$ cat src/rtl/core/tca_pkg.sv
// Shared types and constants for the texel color adjust block.
// Depends on nothing; the front, back, top and testbench files import it.
package tca_pkg;

    localparam int TABLE_ENTRIES = 256;
    localparam int TABLE_AW      = 8;
    localparam int CFG_IW        = 3;
    localparam int CFG_DW        = 16;

    localparam logic [1:0] OP_PIXEL     = 2'd0;
    localparam logic [1:0] OP_WR_GAMMA  = 2'd1;
    localparam logic [1:0] OP_WR_INTENS = 2'd2;

    localparam logic [1:0] CLS_WALL = 2'd0;
    localparam logic [1:0] CLS_SKIN = 2'd1;

    localparam logic [1:0] LUT_NONE   = 2'd0;
    localparam logic [1:0] LUT_GAMMA  = 2'd1;
    localparam logic [1:0] LUT_INTENS = 2'd2;

    localparam logic [CFG_IW-1:0] CFG_SAT_SCALE = 3'd0;
    localparam logic [CFG_IW-1:0] CFG_LUMA_RED  = 3'd1;
    localparam logic [CFG_IW-1:0] CFG_LUMA_GRN  = 3'd2;
    localparam logic [CFG_IW-1:0] CFG_LUMA_BLU  = 3'd3;
    localparam logic [CFG_IW-1:0] CFG_HW_RAMP   = 3'd4;
    localparam logic [CFG_IW-1:0] CFG_GAMMA_PIC = 3'd5;
    localparam logic [CFG_IW-1:0] CFG_INVERT    = 3'd6;

    localparam logic [8:0]  SCALE_ONE     = 9'd256;
    localparam logic [7:0]  COLOR_MAX     = 8'd255;
    localparam logic [8:0]  RST_SAT_SCALE = 9'd256;
    localparam logic [15:0] RST_LUMA_RED  = 16'd13933;
    localparam logic [15:0] RST_LUMA_GRN  = 16'd46871;
    localparam logic [15:0] RST_LUMA_BLU  = 16'd4732;

    typedef struct packed {
        logic [1:0] op;
        logic [7:0] red;
        logic [7:0] green;
        logic [7:0] blue;
        logic [7:0] alpha;
        logic [1:0] texture_class;
        logic       turbulent;
        logic       last_pixel;
        logic [7:0] table_index;
        logic [7:0] table_value;
    } t_texel;

    typedef struct packed {
        logic [7:0] out_red;
        logic [7:0] out_green;
        logic [7:0] out_blue;
        logic [7:0] out_alpha;
        logic       out_last;
        logic       image_has_alpha;
    } t_result;

    typedef struct packed {
        logic [8:0]  saturation_scale;
        logic [15:0] luma_weight_red;
        logic [15:0] luma_weight_green;
        logic [15:0] luma_weight_blue;
        logic        hardware_gamma_ramp;
        logic        gamma_on_pictures;
        logic        invert_enable;
    } t_cfg;

    // Classified work item; table writes carry index in color[0], data in color[1].
    typedef struct packed {
        logic [1:0]      kind;
        logic [2:0][7:0] color;
        logic [7:0]      alpha;
        logic            last;
        logic            has_alpha;
        logic            desat;
        logic [1:0]      lut;
        logic            invert;
    } t_job;

endpackage

$ cat src/rtl/core/tca_front.sv
// Front end: classifies accepted items and tracks the per-image alpha flag.
// Depends on tca_pkg.
module tca_front
    import tca_pkg::*;
(
    input  logic   i_clk,
    input  logic   i_rst_n,
    input  logic   i_accept,
    input  t_texel i_texel,
    input  t_cfg   i_cfg,
    output logic   o_valid,
    output t_job   o_job
);

    logic r_alpha_seen;
    logic w_world;
    logic w_has_alpha;
    logic w_scale_one;

    assign w_world     = (i_texel.texture_class == CLS_WALL) && !i_texel.turbulent;
    assign w_has_alpha = r_alpha_seen || (i_texel.alpha != COLOR_MAX);
    assign w_scale_one = i_cfg.saturation_scale[8];

    always_comb begin
        o_job.kind      = i_texel.op;
        o_job.color[0]  = i_texel.red;
        o_job.color[1]  = i_texel.green;
        o_job.color[2]  = i_texel.blue;
        o_job.alpha     = i_texel.alpha;
        o_job.last      = i_texel.last_pixel;
        o_job.has_alpha = w_has_alpha;
        o_job.desat     = w_world && !w_scale_one;
        o_job.invert    = w_world && i_cfg.invert_enable;
        o_job.lut       = LUT_NONE;
        if (i_texel.op != OP_PIXEL) begin
            o_job.color[0] = i_texel.table_index;
            o_job.color[1] = i_texel.table_value;
            o_job.desat    = 1'b0;
        end
        if (!i_cfg.hardware_gamma_ramp) begin
            if (i_texel.texture_class == CLS_WALL || i_texel.texture_class == CLS_SKIN) begin
                o_job.lut = LUT_INTENS;
            end else if (i_cfg.gamma_on_pictures) begin
                o_job.lut = LUT_GAMMA;
            end
        end
    end

    // drop unknown ops here
    assign o_valid = i_accept && (i_texel.op == OP_PIXEL || i_texel.op == OP_WR_GAMMA ||
                                  i_texel.op == OP_WR_INTENS);

    always_ff @(posedge i_clk) begin
        if (!i_rst_n) begin
            r_alpha_seen <= 1'b0;
        end else if (i_accept && i_texel.op == OP_PIXEL) begin
            r_alpha_seen <= i_texel.last_pixel ? 1'b0 : w_has_alpha;
        end
    end

endmodule

$ cat config.mk
export PLATFORM = sky130hd
export DESIGN_NAME = tca_front
export DESIGN_NICKNAME = d
export VERILOG_FILES = /design/src/rtl/core/tca_pkg.sv /design/src/rtl/core/tca_front.sv
export SDC_FILE = /design/constraint.sdc
export NUM_CORES = 1
export LEC_CHECK = 0
export BUFFER_PORTS_ARGS = -buffer_cell sky130_fd_sc_hd__buf_2
export CAP_MARGIN = 10
export CORE_AREA = 2 2 62 64
export CTS_BUF_LIST = sky130_fd_sc_hd__clkbuf_8
export CTS_CLUSTER_SIZE = 30
export DETAILED_ROUTE_END_ITERATION = 10
export DIE_AREA = 0 0 64 66
export HOLD_SLACK_MARGIN = 0.12
export PLACE_DENSITY = 0.65
export SLEW_MARGIN = 20
export SYNTH_ARGS = -nofsm -noshare
export SYNTH_HDL_FRONTEND = slang
export SYNTH_SLANG_ARGS = --single-unit
$ cat constraint.sdc
create_clock -name i_clk -period 1.1 [get_ports i_clk]
set_input_delay 0.22 -clock i_clk [delete_from_list [all_inputs] [get_ports i_clk]]
set_output_delay 0.22 -clock i_clk [all_outputs]
set_load 0.01 [all_outputs]
==> flow_summary_export.csv <==
group,metric,value,unit
status,outcome,"complete, but fails checks",
status,failed_checks,"negative setup slack",
cells_and_area,largest_reg_flops,1,
sta,max_freq,785,MHz
cells_and_area,area_delta_synth_final,134,%
global_route,grt_pass1_vias,714,
floorplanning,rows,22,
sta,worst_clock_skew,0,ps
cells_and_area,drive_gt1_share,91.3,%
setup_path,worst_path_largest_cell_delay,300,ps
synth,syn-mean-instance-area,8.76,µm²
setup_path,cp_max_fo,6,
placement,place.port_buffers,85,
power,pwr_density_cell,441,mW/mm²
setup_path,crit_arrival,1050,ps
cells_and_area,fin_area,0.00112,mm²
synth,synthesis.nets,172,
cells_and_area,regMostFlops,"r_alpha_seen",
setup_path,path_cells,"buf_8, nor2_4, buf_6, mux2_4, buf_6",
sta,fin_ws,-175,ps
placement,dp_cells,173,
synth,yosys_warnings,0,
placement,place_hpwl,1.97,mm
setup_path,cpMaxStageDelayCell,"mux2_4",
synth,ys_seq_elements,1,
detailed_routing,wl_met3,410,µm
global_route,grt_pass1_wl,3.30,mm
setup_path,endpoint_kind,"output port",
synth,yosysUniqueCellTypes,15,
cells_and_area,num-fill-cells,362,
synth,synth_most_common_cell,"buf_4",
synth,ys_top_cells_by_area,"mux2_2 37%, buf_4 31%, nand4b_4 4.9%, dfxtp_1 4.2%, nor2_1 3.1%",
sta,maxSlewViolCount,0,
detailed_routing,topRoutingLayerUsed,"met4",
floorplanning,die_area,0.00422,mm²
floorplanning,die_y,66,µm
floorplanning,die_w,64,µm
detailed_routing,dr_wl_met2,965,µm
setup_path,start_kind,"input port",
sta,finalSetupViolations,19,
detailed_routing,vias,682,
placement,placed_area,857,µm²
cells_and_area,top_regs,"r_alpha_seen (1)",
cells_and_area,fin_cells,175,
placement,gp_congestion,0.732,
detailed_routing,drc,0,
floorplanning,start_util,13.6,%
detailed_routing,ant_nets,0,
sta,max_slew.worst_pin.slew,178,ps
sta,relSlewSlack,88.1,%
detailed_routing,via_per_inst,3.90,
global_route,grt_max_degree,7,
sta,rsz0062_at_grt,"true",
hold_path,min_path_type,"in2out",
synth,synth_top_cell_area_share,37.4,%
floorplanning,num_io_pins,158,
global_route,grt.overflow.total,0,
global_route,grt_usage,10.1,%
synth,syn_inst,55,
cts,insertion_delay,0,ps
global_route,antenna_found_initial,0,
synth,synth_edf_count,0,
synth,synth.largest_area_cell,"mux2_2",
detailed_routing,drtPass1Iterations,2,
run,max_cap_viol_count,0,
power,power_leakage,0.618,nW
synth,postSynth.asyncResetShare,0,%
detailed_routing,m1WireLength,893,µm
floorplanning,core,0.00355,mm²
synth,ys_seq_area_share,4.16,%
sta,finalCritPeriodShare,116,%
detailed_routing,drt_iter0_markers,3,
synth,syn_area,482,µm²
cts,ctsHoldBuffers,0,
setup_path,cp.required,880,ps
sta,hold_viol,0,
cells_and_area,n_antenna_cell,0,
setup_path,crit_type,"in2out",
synth,synth-main-ff-cell,"dfxtp_1",
power,vdd_drop_max,0.167,mV
cells_and_area,nets,246,
synth,synthTopCellsByCount,"20 x buf_4, 16 x mux2_2, 4 x nor2_1",
detailed_routing,routed_wl,2.29,mm
sta,period_minus_slack,1270,ps
detailed_routing,post_drt_wl_per_cell,13.1,µm
setup_path,cpMostUsedCell,"buf_6",
## layout by cell type, fill, tap and decap left out
cell,netlist,final
nand2_1,2,2
dfxtp_1,1,1
nor2_1,4,3
buf_4,20,4
and3_4,0,1
nor2_4,1,1
a21boi_0,1,1
buf_2,0,61
o22ai_2,1,1
or3_4,0,1
buf_6,1,26
nand4_1,2,2
inv_1,1,1
nor2_2,0,1
or3_1,2,1
buf_8,0,2
nand4b_4,1,1
nor4_4,0,1
mux2_4,0,16
## where the power goes
group | internal [mW] | total (mW) | switching (mW)
combinational | 0.288 | 0.457 | 0.169
sequential | 0.0383 | 0.0391 | 0.000723
clock | 0 | 0 | 0
total | 0.326 | 0.496 | 0.170
## repair_timing
item	4_1_cts	5_1_grt
gates resized for setup	48	9
endpoints found under the setup margin	20	20
gates cloned	1	0
setup buffers	2	0
pin swaps	3	3
## cell type report
| cell class | instances | area [µm²] | share of cell area [%] |
|---|---|---|---|
| Multi-Input combinational cell | 32 | 383 | 34.0 |
| Tap cell | 48 | 60.1 | 5.34 |
| Inverter | 1 | 3.75 | 0.334 |
| Sequential cell | 1 | 20.0 | 1.78 |
| Timing Repair Buffer | 93 | 658 | 58.5 |
## kinds of logic (layout without fill, tap and decap cells)
family                 after synthesis  in the layout  synth area share, %
and+or+nand+nor                     14             14                 20.0
muxes                               16             16                 37.4
AOI/OAI and AO/OA                    2              2                 4.16
DFF                                  1              1                 4.16
buffers and inverters               22             94                 34.3
## through the flow
stage               util (%)  setup TNS [ps]  total power, mW  hold WS (ps)  setup WS [ps]
global placement        24.1           -3650            0.360           440           -235
finish                  31.7           -2860            0.496           440           -175
floorplan                  -            -599            0.222           389          -66.5
detailed placement      24.1           -3740            0.363           440           -240
global route            31.7           -3570            0.529           440           -211
CTS                     30.4           -3050            0.478           440           -185
## final timing paths
kind / startpoint / endpoint / slack, ps / cells after the start
max: i_texel[53] / o_job[28] / -170 / 5
max reg2reg: r_alpha_seen / r_alpha_seen / 550 / 2
min reg2reg: r_alpha_seen / r_alpha_seen / 480 / 2
min: i_texel[30] / o_job[32] / 440 / 0
## critical path: cells and delay by family
family / cells / cell delay (ps)
buf+inv: 3 / 390
mux: 1 / 300
simple gates: 1 / 140
## metal layers
metal / track usage [%] / vias to the layer above
li1: - / 318
met1: 11.2 / 279
met2: 19.0 / 79
met3: 3.75 / 6
met4: 1.09 / 0
met5: 0 / -
Note: power is estimated with default switching activity, not from simulation.
