**config.mk**
```make
export PLATFORM = sky130hd
export DESIGN_NAME = tca_fifo
export DESIGN_NICKNAME = d
export VERILOG_FILES = /design/src/rtl/core/tca_fifo.sv
export SDC_FILE = /design/constraint.sdc
export NUM_CORES = 1
export LEC_CHECK = 0
export BUFFER_PORTS_ARGS = -buffer_cell sky130_fd_sc_hd__buf_2
export CAP_MARGIN = 5
export CORE_MARGIN = 3
export CORE_UTILIZATION = 52
export DETAILED_ROUTE_END_ITERATION = 12
export PLACE_DENSITY = 0.86
export SLEW_MARGIN = 20
export SYNTH_ARGS = -nofsm -noshare
export SYNTH_HDL_FRONTEND = slang
export SYNTH_SLANG_ARGS = --single-unit
export TNS_END_PERCENT = 50
```
**constraint.sdc**
```tcl
create_clock -name i_clk -period 3.2 [get_ports i_clk]
set_input_delay 0.96 -clock i_clk [delete_from_list [all_inputs] [get_ports i_clk]]
set_output_delay 0.96 -clock i_clk [all_outputs]
set_load 0.01 [all_outputs]
```
**src/rtl/core/tca_fifo.sv**
```systemverilog
// Small register queue used between front and back and at the result side.
// Depends on nothing but its parameters.
module tca_fifo #(
    parameter int WIDTH = 8,
    parameter int DEPTH = 2
) (
    input  logic             i_clk,
    input  logic             i_rst_n,
    input  logic             i_push,
    input  logic [WIDTH-1:0] i_data,
    output logic             o_full,
    input  logic             i_pop,
    output logic             o_empty,
    output logic [WIDTH-1:0] o_data
);

    localparam int PW = (DEPTH > 1) ? $clog2(DEPTH) : 1;
    localparam int CW = $clog2(DEPTH + 1);

    logic [WIDTH-1:0] r_mem [DEPTH];
    logic [PW-1:0]    r_wptr, n_wptr;
    logic [PW-1:0]    r_rptr, n_rptr;
    logic [CW-1:0]    r_count, n_count;
    logic             w_push, w_pop;

    assign o_full  = (r_count == CW'(DEPTH));
    assign o_empty = (r_count == '0);
    assign o_data  = r_mem[r_rptr];
    assign w_push  = i_push && !o_full;
    assign w_pop   = i_pop && !o_empty;

    always_comb begin
        n_wptr  = r_wptr;
        n_rptr  = r_rptr;
        n_count = r_count;
        if (w_push) begin
            n_wptr = (r_wptr == PW'(DEPTH - 1)) ? '0 : r_wptr + 1'b1;
        end
        if (w_pop) begin
            n_rptr = (r_rptr == PW'(DEPTH - 1)) ? '0 : r_rptr + 1'b1;
        end
        if (w_push && !w_pop) begin
            n_count = r_count + 1'b1;
        end else if (w_pop && !w_push) begin
            n_count = r_count - 1'b1;
        end
    end

    always_ff @(posedge i_clk) begin
        if (!i_rst_n) begin
            r_wptr  <= '0;
            r_rptr  <= '0;
            r_count <= '0;
        end else begin
            r_wptr  <= n_wptr;
            r_rptr  <= n_rptr;
            r_count <= n_count;
        end
    end

    always_ff @(posedge i_clk) begin
        if (w_push) begin
            r_mem[r_wptr] <= i_data;
        end
    end

endmodule

```
==> flow_summary_export.csv, run 1 <==
group,metric,value,unit
cts,clk_pin_slew,0.11,ns
synth,yosys_warnings,0,
drt,drt_first_pass_iters,4,
global_routing,grt_pass1_wl,1.97,mm
cts,cts_setup_buffers,0,
sta,max_slew.worst_pin.slew,0.689,ns
place,globalplace.congestion,0.650,
synth,synth_top_cells_by_area,"edfxtp_1, dfxtp_1, mux2_2",
floorplanning,dieWidth,45.5,um
sta,finalHoldViolCount,0,
layout,diodes,0,
power,peakVddDrop,0.460,mV
setup_path,r2r_slack,1.62,ns
synth,synth.ff_latch_count,21,
power,powerDensity,771,mW/mm^2
sta,setup_tns,0,ns
cts,cts_sinks,21,
sta,slew_headroom,0.538,
sta,rsz0062_at_grt,"no",
drt,routedWlPerCell,14.8,um
synth,synth_ff_type,"edfxtp_1",
setup_path,arrival,1.37,ns
cts,cts_resized,0,
drt,drt_iter0_drc,5,
synth,yosysSeqAreaShare,0.717,
synth,yosysMostFrequentCell,"edfxtp_1",
setup_path,reg2regPathDepth,6,
status,outcome,"finished, final reports clean",
sta,slew_violations,0,
setup_path,critPathRequiredTime,2.24,ns
synth,async_reset_ff_frac,0,
flow_run,max-cap-violations,0,
cts,cts-root-buf,"clkbuf_4",
sta,fin_crit_sh,0.728,
synth,syn_area,810,um^2
cts,clk_latency,0.29,ns
sta,setup_viol,0,
place,hpwl,930,um
global_routing,grt_overflow,0,
setup_path,crit_path_start_kind,"register",
global_routing,grt_pass1_vias,467,
min_path,hold_class,"reg2reg",
setup_path,cp_max_fo,8,
min_path,timing.hold.worst_endpoint,"r_count[1]$_SDFFE_PN0P_",
setup_path,crit_type,"reg2out",
layout,multi_input_area,216,um^2
layout,final_core_util,0.690,
floorplanning,ioPinCount,22,
drt,vias_per_cell,5.31,
setup_path,endpoint_kind,"output port",
place,io_buffers,21,
layout,register_area,581,um^2
global_routing,antenna_found_initial,0,
drt,via_count,473,
drt,wl,1.32,mm
cts,cts_tree,"built",
floorplanning,start_util,0.586,
floorplanning,die_area,0.00207,mm^2
synth,synthCells,50,
layout,fillers,95,
floorplanning,die_h,45.5,um
sta,min_period,2.33,ns
synth,synthDominantCellAreaShare,0.594,
layout,area_growth,17.9,%
synth,synth_common_cells,"edfxtp_1, mux2_2, dfxtp_1, and2_1",
setup_path,r2r_end,"r_count[1]$_SDFFE_PN0P_",
drt,ant_nets,0,
synth,synth_top_cell_by_area,"edfxtp_1",
global_routing,grt_max_degree,12,
layout,layout-drive-gt1-share,0.459,
synth,syn_nets,63,
sta,clock_skew,0.00610,ns
cts,cts_buffers,3,
drt,drc_errors,0,
synth,synth_enable_flop_cells,16,
cts,max-clock-path-buffers,2,
min_path,worstHoldStart,"r_count[1]$_SDFFE_PN0P_",
cts,postCtsHoldBufs,0,
power,p_leak,0.000379,uW
layout,final_nets,88,
floorplanning,rows,13,
setup_path,r2r_start,"r_count[0]$_SDFFE_PN0P_",
min_path,whs_path_depth,2,
cts,htreeDepth,1,
synth,syn_avg_cell_area,16.2,um^2
global_routing,grtUsageTotal,0.145,
floorplanning,fp.coreArea,0.00138,mm^2
synth,synth_cell_types,20,
sta,fmax,429,MHz
where the power goes:
part,internal [uW],switching [uW],total (uW)
Sequential,348,38.2,386
Clock,48.4,72.0,120
Combinational,118,111,229
through the flow:
| step | hold slack (ns) | total power (uW) | setup slack (ns) | std cells | cell area, um^2 |
|---|---|---|---|---|---|
| 3_3_place_gp | 0.505 | 610 | 1.14 | 85 | 928 |
| 5_1_grt | 0.583 | 785 | 0.784 | 89 | 955 |
| 6_report | 0.570 | 736 | 0.870 | 89 | 955 |
| 2_1_floorplan | 0.483 | 544 | 1.31 | 50 | 810 |
| 4_1_cts | 0.555 | 746 | 0.831 | 89 | 955 |
| 3_5_place_dp | 0.538 | 623 | 1.10 | 85 | 928 |
worst max path at each step:
stage	start	endpoint	cells after the start
5_1_grt	register	o_data[1]	2
3_5_place_dp	i_push	r_mem[0][4]$_DFFE_PP_	3
2_1_floorplan	i_pop	r_count[1]$_SDFFE_PN0P_	4
4_1_cts	register	o_data[1]	2
3_3_place_gp	i_push	r_mem[0][4]$_DFFE_PP_	3
6_report	register	o_data[1]	2
placed cells by master (no fill, tap or decap):
| master | Yosys | final |
|---|---|---|
| and3_1 | 1 | 1 |
| clkbuf_4 | 0 | 3 |
| nor3_2 | 1 | 1 |
| or3_1 | 1 | 1 |
| o21ai_1 | 1 | 1 |
| inv_2 | 1 | 1 |
| buf_2 | 1 | 21 |
| mux2_2 | 8 | 8 |
| nand2b_1 | 1 | 1 |
| nor2_1 | 2 | 2 |
| and2_1 | 3 | 3 |
| xor2_1 | 1 | 1 |
| dfxtp_1 | 5 | 5 |
| o21ai_0 | 1 | 1 |
| edfxtp_1 | 16 | 16 |
| a21boi_0 | 1 | 1 |
| ha_1 | 1 | 1 |
| a21boi_1 | 1 | 1 |
| inv_1 | 1 | 1 |
| clkbuf_1 | 0 | 1 |
| o21a_1 | 1 | 1 |
| xnor2_1 | 2 | 2 |
critical path: stages, from the launching register on:
cell and delay, ns:
dfxtp_1 0.55, mux2_2 0.39, buf_2 0.15
sequential cells by signal (all words and copies together), names as in the netlist, named ones only:
signal and cells:
r_count 2, r_mem 16, r_rptr 1, r_wptr 1
area by class of cell:
type,count,share of cell area
clock buffers,4,0.0275
inverters,2,0.00786
multi-input cells,26,0.227
flip-flops and latches,21,0.608
well taps,15,0.0197
repair buffers,21,0.110
kinds of logic (layout without fill, tap and decap cells):
logic type | after synthesis | after routing | share of synthesized area
buffers and inverters | 3 | 27 | 0.0154
AOI/OAI and AO/OA | 5 | 5 | 0.0402
xor gates and xnor gates | 3 | 3 | 0.0325
DFF | 21 | 21 | 0.717
and+or+nand+nor | 9 | 9 | 0.0680
adders and majority gates | 1 | 1 | 0.0155
muxes | 8 | 8 | 0.111
routing by layer:
metal / routed length, um / track usage
met1: 483 / 0.135
met2: 736 / 0.265
met3: 82 / 0.0514
met4: 12 / 0.0877
met5: 0 / 0
Power figures use the tool's default switching activity.
==> inputs of run 2 (changes only) <==
ABC_AREA = 1   (was not set)
CORE_UTILIZATION = 44   (was 52)
PLACE_DENSITY = 0.78   (was 0.86)
clock period = 1.9 ns   (was 3.2 ns; I/O delays follow)
==> flow_summary_export.csv, run 2 <==
group,metric,value,unit
drt,ant_nets,0,
place,globalplace.congestion,0.697,
synth,syn_avg_cell_area,13.1,um^2
setup_path,r2r_start,"r_count[0]$_SDFFE_PN0P_",
layout,top_regs,"r_mem x16, r_count x2",
layout,diodes,0,
drt,drc_errors,0,
synth,synth_cell_types,15,
synth,yosysSeqAreaShare,0.705,
setup_path,crit_chain,"mux2_2 -> buf_2",
drt,via_count,525,
power,finalPower,1230,uW
floorplanning,start_util,0.472,
drt,drt_iter0_drc,10,
drt,wl,1.29,mm
flow_run,max-cap-violations,0,
cts,cts_setup_buffers,0,
setup_path,reg2regPathDepth,9,
global_routing,grt_overflow,0,
setup_path,crit_type,"reg2out",
sta,setup_tns,0,ns
synth,yosysMostFrequentCell,"edfxtp_1",
floorplanning,fp.coreArea,0.00175,mm^2
min_path,whs_path_depth,1,
floorplanning,ioPinCount,22,
place,dpl_cell_area,970,um^2
setup_path,r2r_slack,0.48,ns
layout,layout-drive-gt1-share,0.438,
global_routing,antenna_found_initial,0,
cts,clk_pin_slew,0.11,ns
synth,syn_nets,76,
synth,yosys_warnings,0,
global_routing,grt_pass1_vias,495,
cts,clk_latency,0.30,ns
drt,drt_first_pass_iters,2,
setup_path,critPathRequiredTime,1.33,ns
synth,async_reset_ff_frac,0,
sta,setup_viol,0,
layout,final_common_cell,"buf_2",
setup_path,cp_max_fo,8,
min_path,worstHoldStart,"i_data[3]",
cts,cts_sinks,21,
synth,syn_area,823,um^2
layout,final_cell_mix,"buf_2, edfxtp_1, nor2_1, mux2_2, inv_1",
cts,htreeDepth,1,
sta,slew_violations,0,
min_path,hold_class,"in2reg",
drt,routedWlPerCell,11.4,um
sta,finalHoldViolCount,0,
place,hpwl,982,um
setup_path,crit_path_start_kind,"register",
cts,postCtsHoldBufs,0,
status,outcome,"finished, final reports clean",
sta,min_period,1.82,ns
sta,fin_crit_sh,0.959,
setup_path,path_buf_inv,1,
min_path,timing.hold.worst_endpoint,"r_mem[0][3]$_DFFE_PP_",
layout,largest_reg_flops,16,
cts,max-clock-path-buffers,2,
layout,largest-register,"r_mem",
setup_path,arrival,1.25,ns
setup_path,crit_slowest_cell,"dfxtp_2",
layout,area_growth,21.3,%
power,powerDensity,1230,mW/mm^2
synth,synthCells,63,
global_routing,grt_pass1_wl,2.05,mm
global_routing,grt_max_degree,13,
layout,final_cell_area,998,um^2
place,io_buffers,21,
cts,cts_buffers,3,
floorplanning,dieWidth,49.3,um
cts,cts-root-buf,"clkbuf_4",
setup_path,endpoint_kind,"output port",
synth,synth_enable_flop_cells,16,
floorplanning,die_h,49.3,um
synth,synth.ff_latch_count,21,
floorplanning,rows,15,
synth,synth_ff_type,"edfxtp_1",
cts,cts_tree,"built",
sta,clock_skew,0.00454,ns
drt,vias_per_cell,4.61,
sta,rsz0062_at_grt,"no",
setup_path,max_stage_delay,0.45,ns
global_routing,grtUsageTotal,0.122,
layout,final_core_util,0.572,
floorplanning,die_area,0.00243,mm^2
synth,synth_top_cell_by_area,"edfxtp_1",
synth,synth_top_cells_by_area,"edfxtp_1, dfxtp_1, mux2_2",
synth,synthDominantCellAreaShare,0.584,
power,peakVddDrop,0.720,mV
synth,synth_common_cells,"edfxtp_1, nor2_1, inv_1, mux2_2, nand2_1",
sta,fmax,549,MHz
sta,max_slew.worst_pin.slew,0.191,ns
sta,slew_headroom,0.872,
power,p_leak,0.000421,uW
layout,final_nets,103,
setup_path,critPathTopFamily,"flip-flops",
setup_path,r2r_end,"r_count[1]$_SDFFE_PN0P_",
layout,fillers,159,
run 2: changes by cell type in the layout (fill, tap and decap cells not counted), sizes merged, moves of 2 or more:
cell	delta
a21boi	-2
and2	-3
buf	+2
inv	+7
nand2	+6
nor2	+9
xnor2	-2
run 2: final cells by class:
| class | count | area [um^2] | share of cell area |
|---|---|---|---|
| clock inverter | 1 | 5.00 | 0.00501 |
| timing repair buffer | 23 | 120 | 0.120 |
| multi-input combinational | 32 | 204 | 0.204 |
| tap | 25 | 31.3 | 0.0313 |
| inverter | 9 | 33.8 | 0.0338 |
| clock buffer | 3 | 22.5 | 0.0226 |
| sequential | 21 | 582 | 0.583 |
run 2: cells by family after synthesis:
| family | after synthesis | share of synthesized area |
|---|---|---|
| AOI/OAI and AO/OA | 4 | 0.0289 |
| and+or+nand+nor | 19 | 0.0942 |
| buffers and inverters | 10 | 0.0471 |
| adders and majority gates | 1 | 0.0152 |
| muxes | 8 | 0.109 |
| DFF | 21 | 0.705 |
run 2: worst reg2reg max path, stage by stage (launching register included):
cell and delay, ns:
dfxtp_1 0.43, nor2_1 0.09, nor2_2 0.13, inv_1 0.06, ha_1 0.31, inv_1 0.08, nand3_1 0.08, nand2_1 0.07
inv_1 0.04, nor2_1 0.08
run 2: stage by stage:
step,hold slack (ns),worst slack (ns),instances
6_report,0.447,0.0775,114
3_3_place_gp,0.483,0.303,110
4_1_cts,0.440,0.0508,114
5_1_grt,0.430,0.00926,114
2_1_floorplan,0.467,0.478,63
3_5_place_dp,0.494,0.270,110
run 2: worst max path at each step:
stage	slack (ns)	to	cells after the start	from
final	0.08	o_data[0]	2	register
after global routing	0.009	o_data[0]	2	register
after CTS	0.05	o_data[0]	2	register
after detailed placement	0.27	r_count[1]$_SDFFE_PN0P_	10	i_pop
after global placement	0.30	o_data[2]	2	register
after floorplan	0.48	r_count[1]$_SDFFE_PN0P_	9	i_pop
run 2: power by group:
| part | internal (uW) | switching (uW) |
|---|---|---|
| sequential | 587 | 52.8 |
| clock | 78.5 | 130 |
| combinational | 174 | 210 |
run 2: layer usage:
| metal | track usage | routed length, um |
|---|---|---|
| met3 | 0.0367 | 91 |
| met4 | 0.128 | 50 |
| met1 | 0.122 | 501 |
| met5 | 0 | 0 |
| met2 | 0.194 | 651 |
run 2: timing repair:
| item | 4_1_cts | 5_1_grt |
|---|---|---|
| gates resized for setup | 1 | 0 |
| setup endpoints to repair | 8 | 0 |
| hold endpoints to repair | 0 | 0 |
